`src/hdl/hsc_pkg.sv`:
```
// Shared types, constants and jamo pair tables for the Hangul syllable composer.
// No dependencies; imported by hsc_compose and hangul_syllable_composer_core.
package hsc_pkg;

  // Composition phases; the two end phases are transition targets only, never held
  typedef enum logic [2:0] {
    PH_START   = 3'd0,
    PH_INITIAL = 3'd1,
    PH_MEDIAL  = 3'd2,
    PH_DMEDIAL = 3'd3,
    PH_FINAL   = 3'd4,
    PH_DFINAL  = 3'd5,
    PH_END1    = 3'd6,
    PH_END2    = 3'd7
  } phase_t;

  localparam logic [15:0] FILL_CODE        = 16'h8441;
  localparam logic [15:0] INIT_SEED_CODE   = 16'h8041;
  localparam logic [15:0] MEDIAL_SEED_CODE = 16'h8401;
  localparam logic [4:0]  FILL_FINAL       = 5'd1;

  localparam logic [7:0] CONS_BASE  = 8'h80;
  localparam logic [7:0] VOWEL_BASE = 8'hA0;
  localparam logic [7:0] FINAL_BASE = 8'hC0;
  localparam logic [7:0] CONS_LO    = 8'h82;
  localparam logic [7:0] CONS_HI    = 8'h94;
  localparam logic [7:0] VOWEL_LO   = 8'hA3;
  localparam logic [7:0] VOWEL_HI   = 8'hBD;
  localparam logic [7:0] INIT_LIMIT = 8'h88;
  localparam logic [7:0] NO_FINAL   = 8'hC1;
  localparam logic [7:0] NO_PAIR    = 8'h00;

  // Consonants that can never close a syllable
  localparam logic [7:0] KEY_DD = 8'h86;
  localparam logic [7:0] KEY_BB = 8'h8A;
  localparam logic [7:0] KEY_JJ = 8'h8F;

  typedef struct packed {
    phase_t      phase;
    logic [15:0] code;
    logic [7:0]  last_key;
    logic [7:0]  prev_key;
  } hsc_state_t;

  typedef struct packed {
    logic        flushed;
    logic [15:0] flushed_code;
    logic [15:0] compose_code;
    logic [2:0]  compose_phase;
    logic        bad_key;
  } hsc_result_t;

  function automatic logic [7:0] vowel_pair(input logic [7:0] first, input logic [7:0] second);
    logic [7:0] r;
    case ({first, second})
      16'hADA3: r = 8'hAE;
      16'hADA4: r = 8'hAF;
      16'hADBD: r = 8'hB2;
      16'hB4A7: r = 8'hB5;
      16'hB4AA: r = 8'hB6;
      16'hB4BD: r = 8'hB7;
      16'hBBBD: r = 8'hBC;
      default:  r = NO_PAIR;
    endcase
    return r;
  endfunction

  function automatic logic [7:0] final_pair(input logic [7:0] first, input logic [7:0] second);
    logic [7:0] r;
    case ({first, second})
      16'h828B: r = 8'hC4;
      16'h848E: r = 8'hC6;
      16'h8494: r = 8'hC7;
      16'h8782: r = 8'hCA;
      16'h8788: r = 8'hCB;
      16'h8789: r = 8'hCC;
      16'h878B: r = 8'hCD;
      16'h8792: r = 8'hCE;
      16'h8793: r = 8'hCF;
      16'h8794: r = 8'hD0;
      16'h898B: r = 8'hD4;
      default:  r = NO_PAIR;
    endcase
    return r;
  endfunction

  // Initial consonant slot to final slot; codes outside the consonant range map to the fill final
  function automatic logic [7:0] final_of(input logic [7:0] cons);
    logic [7:0] r;
    case (cons)
      8'h82:   r = 8'hC2;
      8'h83:   r = 8'hC3;
      8'h84:   r = 8'hC5;
      8'h85:   r = 8'hC8;
      8'h86:   r = 8'h00;
      8'h87:   r = 8'hC9;
      8'h88:   r = 8'hD1;
      8'h89:   r = 8'hD3;
      8'h8A:   r = 8'h00;
      8'h8B:   r = 8'hD5;
      8'h8C:   r = 8'hD6;
      8'h8D:   r = 8'hD7;
      8'h8E:   r = 8'hD8;
      8'h8F:   r = 8'h00;
      8'h90:   r = 8'hD9;
      8'h91:   r = 8'hDA;
      8'h92:   r = 8'hDB;
      8'h93:   r = 8'hDC;
      8'h94:   r = 8'hDD;
      default: r = NO_FINAL;
    endcase
    return r;
  endfunction

endpackage

```
`src/hdl/hangul_syllable_composer_core.sv`:
```
// Two-set Hangul syllable composer: one jamo key per transaction, one result per key.
// A key passes through the input register, then the composer into the result register.
// Throughput: one key per cycle unless out_stall blocks; the state loops through hsc_compose.
// Reset: synchronous, clears the phase to start, loads the fill syllable, empties both registers.
// Depends on hsc_pkg and hsc_compose.
module hangul_syllable_composer_core import hsc_pkg::*; (
  input  logic        clk,
  input  logic        rst,
  // key channel
  input  logic        in_valid,
  output logic        in_stall,
  input  logic [7:0]  key_code,
  // result channel
  output logic        out_valid,
  input  logic        out_stall,
  output logic        flushed,
  output logic [15:0] flushed_code,
  output logic [15:0] compose_code,
  output logic [2:0]  compose_phase,
  output logic        bad_key
);

  // Input register: one key waiting to be composed
  logic        hold_valid;
  logic [7:0]  hold_key;

  // Syllable under composition and the last two keys of it
  hsc_state_t  state;
  hsc_state_t  state_next;

  // Result register
  hsc_result_t result;
  hsc_result_t result_next;

  logic        out_free;
  logic        advance;
  logic        in_take;

  // The result register is free when empty or being drained this cycle
  assign out_free = !out_valid || !out_stall;
  // Move the held key through the composer into the result register
  assign advance  = hold_valid && out_free;
  // Stall only while the held key cannot move on
  assign in_stall = hold_valid && !out_free;
  assign in_take  = in_valid && !in_stall;

  hsc_compose u_compose (
    .cur (state),
    .key (hold_key),
    .nxt (state_next),
    .res (result_next)
  );

  // Input register: load on every accepted transaction, clear once the key has moved on
  always_ff @(posedge clk) begin
    if (rst) begin
      hold_valid <= 1'b0;
    end else if (in_take) begin
      hold_valid <= 1'b1;
    end else if (advance) begin
      hold_valid <= 1'b0;
    end
  end

  always_ff @(posedge clk) begin
    if (in_take) begin
      hold_key <= key_code;
    end
  end

  // Syllable state: advance together with the result, hold otherwise.
  // Key history carries no reset; it is read only after being written.
  always_ff @(posedge clk) begin
    if (rst) begin
      state.phase <= PH_START;
      state.code  <= FILL_CODE;
    end else if (advance) begin
      state <= state_next;
    end
  end

  // Result register: fill on advance, drop once the transaction is taken
  always_ff @(posedge clk) begin
    if (rst) begin
      out_valid <= 1'b0;
    end else if (advance) begin
      out_valid <= 1'b1;
    end else if (!out_stall) begin
      out_valid <= 1'b0;
    end
  end

  always_ff @(posedge clk) begin
    if (advance) begin
      result <= result_next;
    end
  end

  assign flushed       = result.flushed;
  assign flushed_code  = result.flushed_code;
  assign compose_code  = result.compose_code;
  assign compose_phase = result.compose_phase;
  assign bad_key       = result.bad_key;

endmodule

```
`src/hdl/hsc_compose.sv`:
```
// Single-pass composition step: current syllable state and one key in, next state and result out.
// Depends on hsc_pkg.
module hsc_compose import hsc_pkg::*; (
  input  hsc_state_t  cur,
  input  logic [7:0]  key,
  output hsc_state_t  nxt,
  output hsc_result_t res
);

  logic        is_vowel;
  logic        is_cons;
  logic        is_bad;
  logic        can_final;
  logic [15:0] base_code;
  logic [7:0]  old_key;
  logic [7:0]  vpair;
  logic [7:0]  fpair;
  logic        init_empty;
  phase_t      target;

  assign is_vowel   = (key >= VOWEL_LO) && (key <= VOWEL_HI);
  assign is_cons    = (key >= CONS_LO) && (key <= CONS_HI);
  assign is_bad     = !is_vowel && !is_cons;
  assign can_final  = is_cons && (key != KEY_DD) && (key != KEY_BB) && (key != KEY_JJ);
  assign base_code  = (cur.phase != PH_START) ? cur.code : FILL_CODE;
  assign old_key    = (cur.phase != PH_START) ? cur.last_key : 8'h00;
  assign vpair      = vowel_pair(old_key, key);
  assign fpair      = final_pair(old_key, key);
  assign init_empty = base_code[15:8] < INIT_LIMIT;

  // Next phase
  always_comb begin
    unique case (cur.phase)
      PH_START:   target = is_cons ? PH_INITIAL : PH_MEDIAL;
      PH_INITIAL: target = is_vowel ? PH_MEDIAL : PH_END1;
      PH_MEDIAL: begin
        if (can_final) begin
          target = init_empty ? PH_END1 : PH_FINAL;
        end else if (is_vowel && (vpair != NO_PAIR)) begin
          target = PH_DMEDIAL;
        end else begin
          target = PH_END1;
        end
      end
      PH_DMEDIAL: begin
        if (can_final) begin
          target = init_empty ? PH_END1 : PH_FINAL;
        end else begin
          target = PH_END1;
        end
      end
      PH_FINAL: begin
        if (is_cons && (fpair != NO_PAIR)) begin
          target = PH_DFINAL;
        end else begin
          target = is_vowel ? PH_END2 : PH_END1;
        end
      end
      PH_DFINAL, PH_END1, PH_END2: target = is_vowel ? PH_END2 : PH_END1;
    endcase
  end

  // Next syllable state and result
  always_comb begin
    nxt          = cur;
    nxt.phase    = target;
    nxt.code     = base_code;
    nxt.prev_key = cur.last_key;
    nxt.last_key = key;
    res.flushed      = 1'b0;
    res.flushed_code = 16'h0000;
    res.bad_key      = 1'b0;

    unique case (target)
      PH_START: begin
        nxt.code = base_code;
      end
      PH_INITIAL: begin
        nxt.code = {base_code[15], 5'(key - CONS_BASE), base_code[9:0]};
      end
      PH_MEDIAL: begin
        nxt.code = {base_code[15:10], 5'(key - VOWEL_BASE), base_code[4:0]};
      end
      PH_DMEDIAL: begin
        nxt.code = {base_code[15:10], 5'(vpair - VOWEL_BASE), base_code[4:0]};
      end
      PH_FINAL: begin
        nxt.code = {base_code[15:5], 5'(final_of(key) - FINAL_BASE)};
      end
      PH_DFINAL: begin
        nxt.code = {base_code[15:5], 5'(fpair - FINAL_BASE)};
      end
      PH_END1: begin
        res.flushed      = 1'b1;
        res.flushed_code = base_code;
        if (is_cons) begin
          nxt.phase = PH_INITIAL;
          nxt.code  = {INIT_SEED_CODE[15], 5'(key - CONS_BASE), INIT_SEED_CODE[9:0]};
        end else begin
          nxt.phase = PH_MEDIAL;
          nxt.code  = {MEDIAL_SEED_CODE[15:10], 5'(key - VOWEL_BASE), MEDIAL_SEED_CODE[4:0]};
        end
      end
      PH_END2: begin
        // Keep a compound final's first half, else fill the final; the last consonant moves on
        res.flushed = 1'b1;
        if (cur.phase == PH_DFINAL) begin
          res.flushed_code = {base_code[15:5], 5'(final_of(cur.prev_key) - FINAL_BASE)};
        end else begin
          res.flushed_code = {base_code[15:5], FILL_FINAL};
        end
        nxt.phase = PH_MEDIAL;
        nxt.code  = {INIT_SEED_CODE[15], 5'(old_key - CONS_BASE), 5'(key - VOWEL_BASE),
                     INIT_SEED_CODE[4:0]};
      end
    endcase

    if (is_bad) begin
      nxt              = cur;
      res.flushed      = 1'b0;
      res.flushed_code = 16'h0000;
      res.bad_key      = 1'b1;
    end

    res.compose_code  = nxt.code;
    res.compose_phase = nxt.phase;
  end

endmodule
```
`config.mk`:
```
export PLATFORM = sky130hd
export DESIGN_NAME = hangul_syllable_composer_core
export DESIGN_NICKNAME = d
export VERILOG_FILES = /design/src/hdl/hsc_pkg.sv /design/src/hdl/hangul_syllable_composer_core.sv /design/src/hdl/hsc_compose.sv
export SDC_FILE = /design/constraint.sdc
export NUM_CORES = 1
export LEC_CHECK = 0
export ABC_AREA = 1
export ABC_CLOCK_PERIOD_IN_PS = 3880
export BUFFER_PORTS_ARGS = -buffer_cell sky130_fd_sc_hd__buf_2
export CAP_MARGIN = 15
export CORE_ASPECT_RATIO = 1.2
export CORE_MARGIN = 3
export CORE_UTILIZATION = 60
export DETAILED_ROUTE_END_ITERATION = 10
export PLACE_DENSITY = 0.8
export SLEW_MARGIN = 10
export SYNTH_ARGS = -nofsm -noshare
export SYNTH_HDL_FRONTEND = slang
export SYNTH_HIERARCHICAL = 1
export SYNTH_SLANG_ARGS = --single-unit
```
`constraint.sdc`:
```
create_clock -name clk -period 3.88 [get_ports clk]
set_input_delay 0.194 -clock clk [delete_from_list [all_inputs] [get_ports clk]]
set_output_delay 0.194 -clock clk [all_outputs]
set_load 0.1 [all_outputs]
```
Word level (Yosys, flattened, before mapping)
Index checks and enable logic that the tools add are counted.
Widths: inputs -> output; s select.
{ "totals": {"reg_bits": 82, "inputBits": 12, "out_inout_bits": 39, "wordCells": 157} }
{ "op_classes": {"n_addsub": 7, "n_lt_le_gt_ge": 5, "n_eq_ne": 74, "muxes": 29, "n_bitwise": 2, "n_reduce_logical": 28} }
{ "ops": {"columns": ["op", "n"], "rows": [
  ["$eq 8x8->1 const B", 38],
  ["$eq 16x16->1 const B", 18],
  ["$pmux 5 s17", 2],
  ["$pmux 16 s8", 1],
  ["$pmux 8 s11", 1],
  ["$pmux 8 s7", 1],
  ["$mux 35", 1],
  ["$sub 5x1->5 const B", 7],
  ["$pmux 17 s2", 1],
  ["$eq 3x3->1 const B", 8],
  ["$ne 8x8->1 const B", 3],
  ["$mux 5", 4],
  ["$mux 18", 1],
  ["$pmux 3 s6", 1],
  ["$ge 8x8->1 const B", 2],
  ["$le 8x8->1 const B", 2],
  ["$mux 16", 1],
  ["$reduce_bool 8->1", 2],
  ["$mux 3", 5],
  ["$eq 3x2->1 const B", 4],
  ["$logic_and 1x1->1", 11],
  ["$reduce_or 3->1", 3],
  ["$lt 8x8->1 const B", 1],
  ["$mux 8", 1],
  ["12 further kinds", 26]
]} }

Longest topological paths before layout
Gate-level depths: netlist of run 1.
{ "depth": {"word_depth": 14, "mapped_depth": 23, "depth_no_buf": 22} }

Hierarchy
Netlist of run 1, hierarchy kept.
{ "modules_own_cells": {"columns": ["module", "instances", "cells_per_inst", "area_per_inst_um2", "seq_area_each_um2"], "rows": [
  ["hangul_syllable_composer_core", 1, 189, 2763.9, 2252.2],
  ["hsc_compose", 1, 536, 2670.1, 0.0]
]} }

Least setup slack after synthesis of run 1
OpenSTA, ideal clock, no wires.
{ "synth_timing": {"path_type": "reg-to-reg", "start": "register hold_key[1]", "end": "register result (netlist bit compose_code[12]), data pin", "setup_ns": 0.251, "arrival_time_ns": 2.132, "required_ns": 3.629, "setup_slack_ns": 1.497, "stages_incl_launch_ff": 21, "path_buffers": 2, "synth_period_minus_slack_ns": 2.383, "path_cell_list": "edfxtp_1 -> buf_4 -> inv_1 -> nand2_2 -> nor2_2 -> nand2_2 -> inv_1 -> nand3_1 -> nand2_1 -> inv_2 -> nand3_2 -> nand2_2 -> nand2_2 -> nand3_4 -> inv_6 -> nor2_8 -> nand3_1 -> nand2_1 -> nor2_1 -> nand3_1 -> buf_4"} }
{ "synth_lines": {"columns": ["item", "line", "rtl"], "rows": [
  ["start: declaration", "hangul_syllable_composer_core.sv:25", "logic [7:0] hold_key;"],
  ["start signal: assignment", "hangul_syllable_composer_core.sv:67", "hold_key <= key_code;"],
  ["end signal: assignment", "hangul_syllable_composer_core.sv:95", "result <= result_next;"],
  ["end: declaration", "hangul_syllable_composer_core.sv:32", "hsc_result_t result;"]
]} }

==> impl_summary.log, run 1 <==
INFO  metric run_status = finished, final reports clean
INFO  metric finalWirelength = between 10 and 15 mm
INFO  metric boundaryPins = 51
INFO  metric cap_viol_max_count = 0
INFO  metric synth_seq_cells = 82
INFO  metric globalRouteOverflowTotal = 0
INFO  metric yosys.area.top_type_share = 33.7%
INFO  metric setup.worst_path.class = reg2reg
INFO  metric p_int = 0.00140 W
INFO  metric grt_pass1_wl = 23.5 mm
INFO  metric final_nets = 768
INFO  metric core_region_area = 8700 sq um
INFO  metric synth_edf_count = 61
INFO  metric detailedRoute.firstIterationViolations = 594
INFO  metric ir_worst_vdd = 0.000229 V
INFO  metric place.detailed.hpwl = around 11 mm
INFO  metric synth_seq_area_share = 41.4%
INFO  metric final_common_cell = sky130_fd_sc_hd__nand2_1
INFO  metric die_h = about 110 microns
INFO  metric drcViolationCount = 0
INFO  metric cts-htree-levels = 3
INFO  metric worst_path_most_repeated_cell = sky130_fd_sc_hd__nand3_1
INFO  metric synth.net_count = 737
INFO  metric crit_path_start_kind = flip-flop
INFO  metric antenna_found_initial = 0
INFO  metric final.setup.tns = 0 ns
INFO  metric floorplan.die.width = 92.9 microns
INFO  metric achievable-frequency = slightly above 300 MHz
INFO  metric timing.critical_path.slowest_cell_delay = 0.53 ns
INFO  metric share_comb_of_total_power = 29.2%
INFO  metric antenna-diode-count = 0
INFO  metric share_of_total_power_in_sequential_cells = 45.4%
INFO  metric worst_skew_pair.late_latency = between 0.3 and 0.4 ns
INFO  metric cts.reportedPaths.clkPinSlew = 0.09 ns
INFO  metric synth_area_leader = sky130_fd_sc_hd__edfxtp_1
INFO  metric hold_path_class = in2reg
INFO  metric yosys-top-cells-area = sky130_fd_sc_hd__edfxtp_1, sky130_fd_sc_hd__nand2_1, sky130_fd_sc_hd__nand3_1
INFO  metric worstMarginPinSlew = a little under 0.8 ns
INFO  metric max-slew-margin-rel = 48.1%
INFO  metric timing_hold_violations_final = 0
INFO  metric final-setup-viol-count = 0
INFO  metric async_sr_flop_fraction = 0%
INFO  metric grt_max_degree = 40
INFO  metric worst_path_max_delay_cell = sky130_fd_sc_hd__dfxtp_1
INFO  metric synthesized_area = between 5000 and 6000 sq um
INFO  metric synth_top_flop_cell = sky130_fd_sc_hd__edfxtp_1
INFO  metric utilization = 66.8%
INFO  metric total_leakage_power = 2.61 nW
INFO  metric syn_to_final_growth = 7.05%
INFO  metric synthDistinctLibCells = 43
INFO  metric rows = 37
INFO  metric numClockSinks = 82
INFO  metric power.net_switching = 0.000916 W
INFO  metric port_buffer_count = 50
INFO  metric drive_above_1_share = 18.5%
INFO  metric finalWeightedCongestion = 1.01
INFO  metric drt_first_pass_iters = 7
INFO  metric finalMaxSlewViolations = 0
INFO  metric netlist_instances = 725
INFO  metric floorplan.die_area = 10,200 sq um
INFO  metric power.density_cell_area = 398 nW/um^2
INFO  metric min_period = 3.24 ns
INFO  metric initial_standard_cell_utilization_of_the_core = between 60% and 70%
INFO  metric required = 4.18 ns
INFO  metric drt-vias-per-instance = 5.90
INFO  metric cts_inserted_buffers = 9
INFO  metric critical_path.endpoint_type = flip-flop
INFO  metric layout.cells.most_common_list = sky130_fd_sc_hd__nand2_1, sky130_fd_sc_hd__nor2_1, sky130_fd_sc_hd__nand3_1, sky130_fd_sc_hd__inv_1, sky130_fd_sc_hd__edfxtp_1
INFO  metric path_cells = inv_2 -> nand2_4 -> o21ai_2 -> clkinv_1 -> nor2_2 -> nand3_1 -> nand2_1 -> nor2_1 -> nand3_1 -> nand2_2 -> inv_4 -> nor2_1 -> nand3_1 -> nand2_1 -> nand2_1 -> nand3_1 -> nand2_1 -> inv_1 -> nand3_1 -> nand3_1
INFO  metric fin_worst_skew = approximately 0.0097 ns
INFO  metric cts_max_path_buffers = 2
INFO  metric critical_path_peak_fanout = 26
INFO  metric grt_setup_unrepaired = no
INFO  metric number_of_global_route_vias_before_repair = 4,786
INFO  metric power.share.switching = 39.5%
INFO  metric syn_area_per_cell = 7.50 sq um
INFO  metric avgRoutedWirePerCell = 17.1 microns
INFO  metric cts_root_buf = sky130_fd_sc_hd__clkbuf_8
INFO  metric grt_use_total = 29.8%
INFO  metric final_antenna_net_count = 0
INFO  metric yosys_warnings = 6
INFO  metric worstPathArrival = 3.54 ns
INFO  metric cts_tree = done
INFO  metric finalCritPeriodShare = 83.5%
INFO  metric via_count = 5,179
INFO  metric share_clk_of_total_power = 25.4%
[critical path: cells and delay by family, from the launching register on]
| family | cells | cell delay (ns) |
|---|---|---|
| AND/OR/NAND/NOR | 15 | 2.04 |
| AO/OA/AOI/OAI | 1 | 0.15 |
| buffers and inverters | 4 | 0.45 |
| flip-flops | 1 | 0.53 |
[layout make-up]
class                           count  area [sq um]
Fill cell                         782          2890
Multi-Input combinational cell    502          2510
Sequential cell                    82          2250
Inverter                          101           387
Timing Repair Buffer               60           340
Tap cell                          117           146
Clock buffer                        9           124
Clock inverter                      7          58.8
[Yosys cell counts (2+ instances only)]
| master | instances |
|---|---|
| sky130_fd_sc_hd__nand2_1 | 158 |
| sky130_fd_sc_hd__nor2_1 | 93 |
| sky130_fd_sc_hd__nand3_1 | 85 |
| sky130_fd_sc_hd__inv_1 | 79 |
| sky130_fd_sc_hd__edfxtp_1 | 61 |
| sky130_fd_sc_hd__o21ai_0 | 30 |
| sky130_fd_sc_hd__a21oi_1 | 28 |
| sky130_fd_sc_hd__buf_4 | 27 |
| sky130_fd_sc_hd__dfxtp_1 | 21 |
| sky130_fd_sc_hd__inv_2 | 18 |
| sky130_fd_sc_hd__nand4_1 | 18 |
| sky130_fd_sc_hd__nor3_1 | 11 |
| sky130_fd_sc_hd__nand2_2 | 10 |
| sky130_fd_sc_hd__nand3_2 | 8 |
| sky130_fd_sc_hd__nor2_2 | 8 |
| sky130_fd_sc_hd__o21ai_1 | 6 |
| sky130_fd_sc_hd__clkbuf_1 | 5 |
| sky130_fd_sc_hd__nand2_4 | 5 |
| sky130_fd_sc_hd__o31ai_1 | 5 |
| sky130_fd_sc_hd__or2_2 | 5 |
| sky130_fd_sc_hd__buf_2 | 4 |
| sky130_fd_sc_hd__buf_6 | 4 |
| sky130_fd_sc_hd__o211ai_1 | 4 |
| sky130_fd_sc_hd__nand3_4 | 3 |
| sky130_fd_sc_hd__nor2_4 | 3 |
| sky130_fd_sc_hd__nor3_4 | 3 |
| sky130_fd_sc_hd__a31oi_1 | 2 |
| sky130_fd_sc_hd__clkinv_1 | 2 |
| sky130_fd_sc_hd__nor3_2 | 2 |
| sky130_fd_sc_hd__nor4_1 | 2 |
| sky130_fd_sc_hd__o21ai_2 | 2 |
| sky130_fd_sc_hd__o22ai_1 | 2 |
[cells by family (layout without fill, tap and decap cells)]
group	Yosys count	after routing	share of synthesized area, %
flip-flops	82	82	41.4
buffers and inverters	141	177	12.4
AO/OA/AOI/OAI	86	86	9.14
AND/OR/NAND/NOR	416	416	37.0
[per-layer routing]
layer,up-vias,wire [microns],global-route usage [%],share of wire (%)
met5,-,0,0,0
met4,0,678,14.0,4.5
met3,63,1200,4.75,8.0
met2,284,7190,50.8,48
met1,2385,5910,37.2,39
li1,2447,-,-,-
[final timing paths]
kind | startpoint | slack [ns] | depth (start not counted) | end
setup / recovery | state[34]$_SDFFE_PP0P_ | 0.64 | 20 | state[22]$_SDFFE_PP1P_
hold / removal | key_code[6] | 0.02 | 1 | hold_key[6]$_DFFE_PP_
setup reg to reg | state[34]$_SDFFE_PP0P_ | 0.64 | 20 | state[22]$_SDFFE_PP1P_
hold reg to reg | state[22]$_SDFFE_PP1P_ | 0.50 | 2 | state[22]$_SDFFE_PP1P_
[sequential cells by signal (all words and copies together) (netlist names), 3 cells and up]
name	cells
state	35
compose_code	16
flushed_code	16
hold_key	8
compose_phase	3
[power groups by stage]
stage | Sequential (W) | Combinational [W] | Clock [W]
floorplan | 0.00124 | 0.000409 | 0
global placement | 0.00107 | 0.000649 | 0
detailed placement | 0.00107 | 0.000659 | 0
CTS | 0.00105 | 0.000666 | 0.000598
global route | 0.00106 | 0.000727 | 0.000636
finish | 0.00105 | 0.000676 | 0.000590
[repair_timing]
action,CTS,global route
hold endpoints to repair,6,0
resized for setup,0,0
endpoints found under the setup margin,0,0
buffers inserted,0,0
hold buffers,6,0
[per-stage QoR]
stage | area [sq um] | hold WS (ns) | setup WS, ns | cells | total power [W]
after floorplan | 5430 | 0.263 | 1.50 | 725 | 0.00165
after global placement | 5570 | 0.372 | 0.715 | 856 | 0.00172
after detailed placement | 5570 | 0.372 | 0.784 | 856 | 0.00173
after CTS | 5820 | 0.000300 | 0.764 | 878 | 0.00231
after global routing | 5820 | 0.0102 | 0.391 | 878 | 0.00242
final | 5820 | 0.0160 | 0.641 | 878 | 0.00232
No activity file was read; power rests on OpenSTA's default activity.
==> inputs of run 2 (changes only) <==
- ABC_CLOCK_PERIOD_IN_PS: 3880 -> 2800
- CORE_UTILIZATION: 60 -> 54
- PLACE_DENSITY: 0.8 -> 0.76
- clock period: 3.88 -> 2.8 ns (I/O delays scaled with it)
==> run 2 against run 1 <==
Against the previous run:
- critical endpoint is now state[29]$_SDFFE_PP0P_
- flip-flop and latch count stayed put
- clock power is 90% higher
- global-route usage is 1.2 points lower
- cell area is 17% higher
==> impl_summary.log, run 2 (synthesized netlist as in run 1, its figures left out) <==
INFO  metric run_status = finished, final reports clean
INFO  metric worstMarginPinSlew = 0.561 ns (-0.216 ns)
INFO  metric crit_end = state[29]$_SDFFE_PP0P_
INFO  metric cts_inserted_buffers = 9 (unchanged)
INFO  metric crit_path_start_kind = flip-flop
INFO  metric grt_pass1_wl = 25.4 mm (+8.1%)
INFO  metric cts_root_buf = sky130_fd_sc_hd__clkbuf_16
INFO  metric multiInputGateArea = 2650 sq um (+5.5%)
INFO  metric p_total = 0.00374 W (+61%)
INFO  metric final_nets = 860 (+12%)
INFO  metric finalMaxSlewViolations = 0 (unchanged)
INFO  metric final_critical_path_setup_slack = 0.146 ns (-0.496 ns)
INFO  metric drive_above_1_share = 30.5% (+12 points)
INFO  metric cts_max_path_buffers = 2 (unchanged)
INFO  metric reg2reg_depth = 20 (unchanged)
INFO  metric cts-htree-levels = 3 (unchanged)
INFO  metric hp-start = in_valid
INFO  metric power.share.switching = 36.3% (-3.2 points)
INFO  metric achievable-frequency = 377 MHz (+22%)
INFO  metric core_region_area = 9660 sq um (+11%)
INFO  metric grt_max_degree = 38 (-5.0%)
INFO  metric floorplan.die.width = 97.6 microns (+5.1%)
INFO  metric drt-vias-per-instance = 5.62 (-4.7%)
INFO  metric antenna-diode-count = 0 (unchanged)
INFO  metric power.density_cell_area = 550 nW/um^2 (+38%)
INFO  metric syn_to_final_growth = 25.1%
INFO  metric total_leakage_power = 3.12 nW (+19%)
INFO  metric critical_path.endpoint_type = flip-flop
INFO  metric rows = 39 (+5.4%)
INFO  metric timing.critical_path.slowest_cell_delay = 0.46 ns (-0.07 ns)
INFO  metric final-setup-viol-count = 0 (unchanged)
INFO  metric final_common_cell = sky130_fd_sc_hd__nand2_1
INFO  metric numClockSinks = 82 (unchanged)
INFO  metric p_int = 0.00238 W (+70%)
INFO  metric ir_worst_vdd = 0.000316 V (+38%)
INFO  metric fin_worst_skew = 0.00717 ns (-0.00253 ns)
INFO  metric layout.cells.most_common_list = sky130_fd_sc_hd__nand2_1, sky130_fd_sc_hd__buf_4, sky130_fd_sc_hd__nor2_1, sky130_fd_sc_hd__nand3_1, sky130_fd_sc_hd__inv_1
INFO  metric worstSetupStartpoint = hold_key[3]$_DFFE_PP_
INFO  metric setup.worst_path.class = reg2reg
INFO  metric share_clk_of_total_power = 29.9% (+4.5 points)
INFO  metric grt_use_total = 28.6% (-1.2 points)
INFO  metric worst_path_max_delay_cell = sky130_fd_sc_hd__edfxtp_1
INFO  metric register_name_with_the_most_flops = state
INFO  metric hold_path_class = in2reg
INFO  metric path_cells = inv_2 -> nand2_1 -> buf_4 -> nand4_1 -> a21oi_2 -> nor2_2 -> nand3_1 -> nand2_2 -> nand3_4 -> buf_4 -> nor2_4 -> buf_6 -> nand2_1 -> o21ai_1 -> nor2_1 -> nand3_1 -> inv_1 -> nand3_1 -> nand2_1 -> nor2_1
INFO  metric die_h = 116 microns (+5.1%)
INFO  metric finalWeightedCongestion = 1.03 (+2.5%)
INFO  metric critical_path.reg2reg.startpoint = hold_key[3]$_DFFE_PP_
INFO  metric critical_path_peak_fanout = 6 (-77%)
INFO  metric worstPathArrival = 2.90 ns (-0.64 ns)
INFO  metric largest_register_ffs = 35 (unchanged)
INFO  metric globalRouteOverflowTotal = 0 (unchanged)
INFO  metric drt_first_pass_iters = 5 (-2)
INFO  metric number_of_global_route_vias_before_repair = 5,008 (+4.6%)
INFO  metric finalCritPeriodShare = 94.8% (+11 points)
INFO  metric boundaryPins = 51 (unchanged)
INFO  metric cts_tree = done
INFO  metric layout.cells.non_filler = 976 (+11%)
INFO  metric filler_cell_count = 777 (-0.64%)
INFO  metric drcViolationCount = 0 (unchanged)
INFO  metric worst_r2r_endpoint = state[29]$_SDFFE_PP0P_
INFO  metric hold_ws = 0.0411 ns (+0.0251 ns)
INFO  metric final_antenna_net_count = 0 (unchanged)
INFO  metric antenna_found_initial = 0 (unchanged)
INFO  metric detailedRoute.firstIterationViolations = 494 (-17%)
INFO  metric placement.setup.worst_slack = 0.116 ns (-0.669 ns)
INFO  metric required = 3.04 ns (-1.14 ns)
INFO  metric via_count = 5,487 (+5.9%)
INFO  metric grt_setup_unrepaired = yes
INFO  metric max-slew-margin-rel = 62.3% (+14 points)
INFO  metric register_area = 2250 sq um (unchanged)
INFO  metric finalWirelength = 16.6 mm (+11%)
INFO  metric avgRoutedWirePerCell = 17.0 microns (-0.38%)
INFO  metric final.setup.tns = 0 ns (unchanged)
INFO  metric timing_hold_violations_final = 0 (unchanged)
INFO  metric floorplan.die_area = 11,300 sq um (+10%)
INFO  metric min_period = 2.65 ns (-0.584 ns)
INFO  metric cts.reportedPaths.clkPinSlew = 0.07 ns (-0.02 ns)
INFO  metric cap_viol_max_count = 0 (unchanged)
INFO  metric share_of_total_power_in_sequential_cells = 38.8% (-6.6 points)
INFO  metric initial_standard_cell_utilization_of_the_core = 56.2% (-6.2 points)
INFO  metric place.detailed.hpwl = 12.3 mm (+9.8%)
INFO  metric power.net_switching = 0.00136 W (+48%)
INFO  metric port_buffer_count = 50 (unchanged)
INFO  metric worst_skew_pair.late_latency = 0.34 ns (about the same)
INFO  metric number_of_placed_cells_counting_well_taps = 933 (+9.0%)
INFO  metric share_comb_of_total_power = 31.3% (+2.1 points)
INFO  metric ff2ff_setup_slack = 0.15 ns (-0.50 ns)
run 2: changes by cell type in the layout (fill, tap and decap cells not counted), moves of 3 or more:
cell / change
sky130_fd_sc_hd__buf_4: +83
sky130_fd_sc_hd__clkbuf_16: +9
sky130_fd_sc_hd__clkbuf_8: -9
sky130_fd_sc_hd__nand2_1: -9
sky130_fd_sc_hd__nand2_2: +8
sky130_fd_sc_hd__nor2_1: -8
sky130_fd_sc_hd__nor2_4: +5
sky130_fd_sc_hd__inv_1: -4
sky130_fd_sc_hd__inv_2: +4
sky130_fd_sc_hd__buf_12: +3
sky130_fd_sc_hd__clkinvlp_4: +3
sky130_fd_sc_hd__dlygate4sd3_1: +3
sky130_fd_sc_hd__nand3_1: -3
sky130_fd_sc_hd__nor2_2: +3
run 2: stage by stage:
step / util [%] / cell area [sq um]
floorplan: - / 5430
global placement: 63.7 / 6150
detailed placement: 63.7 / 6150
CTS: 67.5 / 6520
global route: 70.4 / 6800
finish: 70.4 / 6800
run 2: cell type report:
| class | instances | share of cell area [%] |
|---|---|---|
| sequential | 82 | 33.1 |
| tap | 123 | 2.26 |
| clock inverter | 6 | 0.718 |
| clock buffer | 10 | 3.37 |
| timing repair buffer | 151 | 15.8 |
| inverter | 101 | 5.78 |
| multi-input combinational | 503 | 38.9 |
run 2: what timing repair did:
action | 4_1_cts | 5_1_grt
endpoints found under the setup margin | 0 | 18
hold endpoints to repair | 10 | 0
buffers inserted | 0 | 17
hold buffers | 9 | 0
gates resized for setup | 0 | 43
run 2: worst min path at each step:
stage,to,cells after the start
after global routing,hold_valid$_SDFFE_PP0P_,3
after detailed placement,hold_key[5]$_DFFE_PP_,1
final,hold_valid$_SDFFE_PP0P_,3
after floorplan,hold_valid$_SDFFE_PP0P_,1
after CTS,hold_valid$_SDFFE_PP0P_,3
after global placement,hold_key[6]$_DFFE_PP_,1
run 2: power by group through the flow:
stage	logic (W)	registers, W	clock network (W)
after floorplan	0.000567	0.00172	0
after global placement	0.00106	0.00147	0
after detailed placement	0.00107	0.00148	0
after CTS	0.00108	0.00145	0.00113
after global routing	0.00125	0.00146	0.00118
final	0.00117	0.00145	0.00112
run 2: worst max-delay path, delay by kind of cell (launching register included):
family | cells | cell delay, ns
flip-flops | 1 | 0.46
buffers and inverters | 5 | 0.56
AND/OR/NAND/NOR | 13 | 1.20
AO/OA/AOI/OAI | 2 | 0.34
run 2: layer usage:
metal,vias up,part of all wire [%],GRT usage [%]
met1,2514,39,35.5
met5,-,0,0
li1,2631,-,-
met3,51,6.8,4.39
met2,291,49,49.3
met4,0,4.6,13.9
==> inputs of run 3 (changes only) <==
- CORE_ASPECT_RATIO: 1.2 -> 1.25
- CORE_UTILIZATION: 54 -> 30
- PLACE_DENSITY: 0.76 -> 0.47
==> run 3 against run 2 <==
Against the previous run:
- total power rose by 3.7%
- clock-buffer cell count did not move
- sequential power about the same
- combinational power is essentially flat
- fmax down 1.2%
- highest routed layer unchanged
- via count shrank 3.1%
==> impl_summary.log, run 3 (synthesized netlist as in run 1, its figures left out) <==
INFO  metric timing.critical_path.slowest_cell_delay = 0.39 ns (-0.07 ns)
INFO  metric placement.setup.worst_slack = -0.0185 ns (-0.134 ns)
INFO  metric layout.cells.most_common_list = sky130_fd_sc_hd__nand2_1, sky130_fd_sc_hd__buf_4, sky130_fd_sc_hd__nor2_1, sky130_fd_sc_hd__nand3_1, sky130_fd_sc_hd__inv_1
INFO  metric drive_above_1_share = 30.5% (about the same)
INFO  metric final_common_cell = sky130_fd_sc_hd__nand2_1
INFO  metric boundaryPins = 51 (unchanged)
INFO  metric number_of_global_route_vias_before_repair = 5,076 (+1.4%)
INFO  metric max-slew-margin-rel = 51.2% (-11 points)
INFO  metric cts.reportedPaths.clkPinSlew = 0.06 ns (about the same)
INFO  metric antenna-diode-count = 0 (unchanged)
INFO  metric floorplan.die_area = 19,800 sq um (+75%)
INFO  metric floorplan.die.width = 126 microns (+30%)
INFO  metric critical_path.endpoint_type = flip-flop
INFO  metric ir_worst_vdd = 0.000286 V (-9.4%)
INFO  metric achievable-frequency = 372 MHz (-1.2%)
INFO  metric crit_path_start_kind = flip-flop
INFO  metric drt-vias-per-instance = 4.90 (-13%)
INFO  metric use_met3 = 3.28% (-1.1 points)
INFO  metric final_critical_path_setup_slack = 0.114 ns (-0.0313 ns)
INFO  metric power.density_cell_area = 556 nW/um^2 (+1.1%)
INFO  metric worstPathArrival = 2.79 ns (-0.11 ns)
INFO  metric setup.worst_path.class = reg2reg
INFO  metric die_h = 156 microns (+35%)
INFO  metric cts_root_buf = sky130_fd_sc_hd__clkbuf_16
INFO  metric globalRouteOverflowTotal = 0 (unchanged)
INFO  metric finalCritPeriodShare = 95.9% (+1.1 points)
INFO  metric numClockSinks = 82 (unchanged)
INFO  metric total_leakage_power = 3.19 nW (+2.1%)
INFO  metric finalMaxSlewViolations = 0 (unchanged)
INFO  metric cap_viol_max_count = 0 (unchanged)
INFO  metric grt_pass1_wl = 27.8 mm (+9.3%)
INFO  metric grt_setup_unrepaired = yes
INFO  metric register_name_with_the_most_flops = state
INFO  metric cts-htree-levels = 3 (unchanged)
INFO  metric via_count = 5,317 (-3.1%)
INFO  metric drcViolationCount = 0 (unchanged)
INFO  metric detailedRoute.firstIterationViolations = 468 (-5.3%)
INFO  metric rows = 54 (+38%)
INFO  metric met1_usage = 22.4% (-13 points)
INFO  metric critical_path_peak_fanout = 14 (+8)
INFO  metric worst_path_most_repeated_cell = sky130_fd_sc_hd__nand2_2
INFO  metric worst_path_max_delay_cell = sky130_fd_sc_hd__dfxtp_1
INFO  metric layout.cells.non_filler = 1,086 (+11%)
INFO  metric grt_max_degree = 38 (unchanged)
INFO  metric path_cells = nor2_4 -> nand2_4 -> nand3_2 -> nor2_1 -> nand3_1 -> nand2_1 -> inv_1 -> nand3_2 -> nand2_2 -> nand2_2 -> nand2_2 -> nand3_4 -> nor2_4 -> buf_4 -> o41ai_2 -> nand4_1 -> buf_4
INFO  metric timing_hold_violations_final = 0 (unchanged)
INFO  metric busiest_layer = met2
INFO  metric placement.cell_area = 6290 sq um (+2.2%)
INFO  metric grt_use_total = 18.3% (-10 points)
INFO  metric number_of_placed_cells_counting_well_taps = 1,040 (+11%)
INFO  metric drt_first_pass_iters = 5 (unchanged)
INFO  metric design_area = 6970 sq um (+2.6%)
INFO  metric final_nets = 869 (+1.0%)
INFO  metric core_region_area = 17,600 sq um (+83%)
INFO  metric initial_standard_cell_utilization_of_the_core = 30.8% (-25 points)
INFO  metric required = 2.91 ns (-0.13 ns)
INFO  metric worstMarginPinSlew = 0.727 ns (+0.166 ns)
INFO  metric largest_register_ffs = 35 (unchanged)
INFO  metric min_period = 2.69 ns (+0.0313 ns)
INFO  metric finalWirelength = 17.9 mm (+7.9%)
INFO  metric worst_skew_pair.late_latency = 0.35 ns (about the same)
INFO  metric cts_max_path_buffers = 2 (unchanged)
INFO  metric final_antenna_net_count = 0 (unchanged)
INFO  metric syn_to_final_growth = 28.3%
INFO  metric fin_worst_skew = 0.0102 ns (+0.00305 ns)
INFO  metric final.setup.tns = 0 ns (unchanged)
INFO  metric final-setup-viol-count = 0 (unchanged)
INFO  metric timing.critical_path.max_delay_family = simple AND/OR/NAND/NOR gates
INFO  metric cts_inserted_buffers = 9 (unchanged)
INFO  metric hold_path_class = in2reg
INFO  metric avgRoutedWirePerCell = 16.5 microns (-3.0%)
INFO  metric place.detailed.hpwl = 13.9 mm (+13%)
INFO  metric antenna_found_initial = 0 (unchanged)
INFO  metric path_buf_inv = 3 (-2)
INFO  metric gr-usage-met2 = 30.2% (-19 points)
INFO  metric finalWeightedCongestion = 0.943 (-8.7%)
INFO  metric cts_tree = done
INFO  metric port_buffer_count = 50 (unchanged)
INFO  metric run_status = finished, final reports clean
## run 3: worst paths after layout
kind	endpoint	slack (ns)	start	cells after the start
worst min register to register	state[22]$_SDFFE_PP1P_	0.49	state[22]$_SDFFE_PP1P_	2
worst max-delay path	compose_code[1]$_DFFE_PP_	0.11	state[32]$_SDFFE_PP0P_	17
worst min-delay path	hold_valid$_SDFFE_PP0P_	0.04	in_valid	3
worst max register to register	compose_code[1]$_DFFE_PP_	0.11	state[32]$_SDFFE_PP0P_	17
## run 3: metal layers
layer  wire length, microns  vias up
met5                      0        -
met4                    855        0
met3                    929       45
met2                   8740      156
met1                   7370     2465
li1                       -     2651
## run 3: timing repair
action,CTS,global route
endpoints found under the setup margin,3,38
pin swaps,0,17
cloned,0,1
hold buffers,9,0
endpoints found under the hold margin,9,0
buffers inserted,3,17
gates resized for setup,0,40
## run 3: area by class of cell
type	count	area (sq um)
fill	1847	10700
multi-input combinational	503	2630
sequential	82	2250
timing repair buffer	160	1110
inverter	101	393
tap	224	280
clock buffer	10	229
clock inverter	6	80.1
## run 3: worst reg2reg max path: stages, from the launching register on
cell                      delay [ns]
sky130_fd_sc_hd__dfxtp_1        0.39
sky130_fd_sc_hd__nor2_4         0.07
sky130_fd_sc_hd__nand2_4        0.19
sky130_fd_sc_hd__nand3_2        0.21
sky130_fd_sc_hd__nor2_1         0.24
sky130_fd_sc_hd__nand3_1        0.11
sky130_fd_sc_hd__nand2_1        0.07
sky130_fd_sc_hd__inv_1          0.04
sky130_fd_sc_hd__nand3_2        0.07
sky130_fd_sc_hd__nand2_2        0.07
sky130_fd_sc_hd__nand2_2        0.07
sky130_fd_sc_hd__nand2_2        0.09
sky130_fd_sc_hd__nand3_4        0.19
sky130_fd_sc_hd__nor2_4         0.09
sky130_fd_sc_hd__buf_4          0.15
sky130_fd_sc_hd__o41ai_2        0.05
sky130_fd_sc_hd__nand4_1        0.19
sky130_fd_sc_hd__buf_4          0.17
## run 3: where the power goes
group,internal [W],total [W],switching (W),leakage (nW)
registers,0.00140,0.00145,0.0000474,0.740
clock network,0.000777,0.00128,0.000507,0.150
logic,0.000356,0.00115,0.000792,2.30
total,0.00253,0.00388,0.00135,3.19
## run 3: stage by stage
stage	utilization, %	hold slack [ns]	total power [W]
after floorplan	-	0.209	0.00229
after global placement	35.6	0.317	0.00255
after detailed placement	35.6	0.318	0.00255
after CTS	38.0	0.0389	0.00386
after global routing	39.5	0.0477	0.00408
final	39.5	0.0421	0.00388
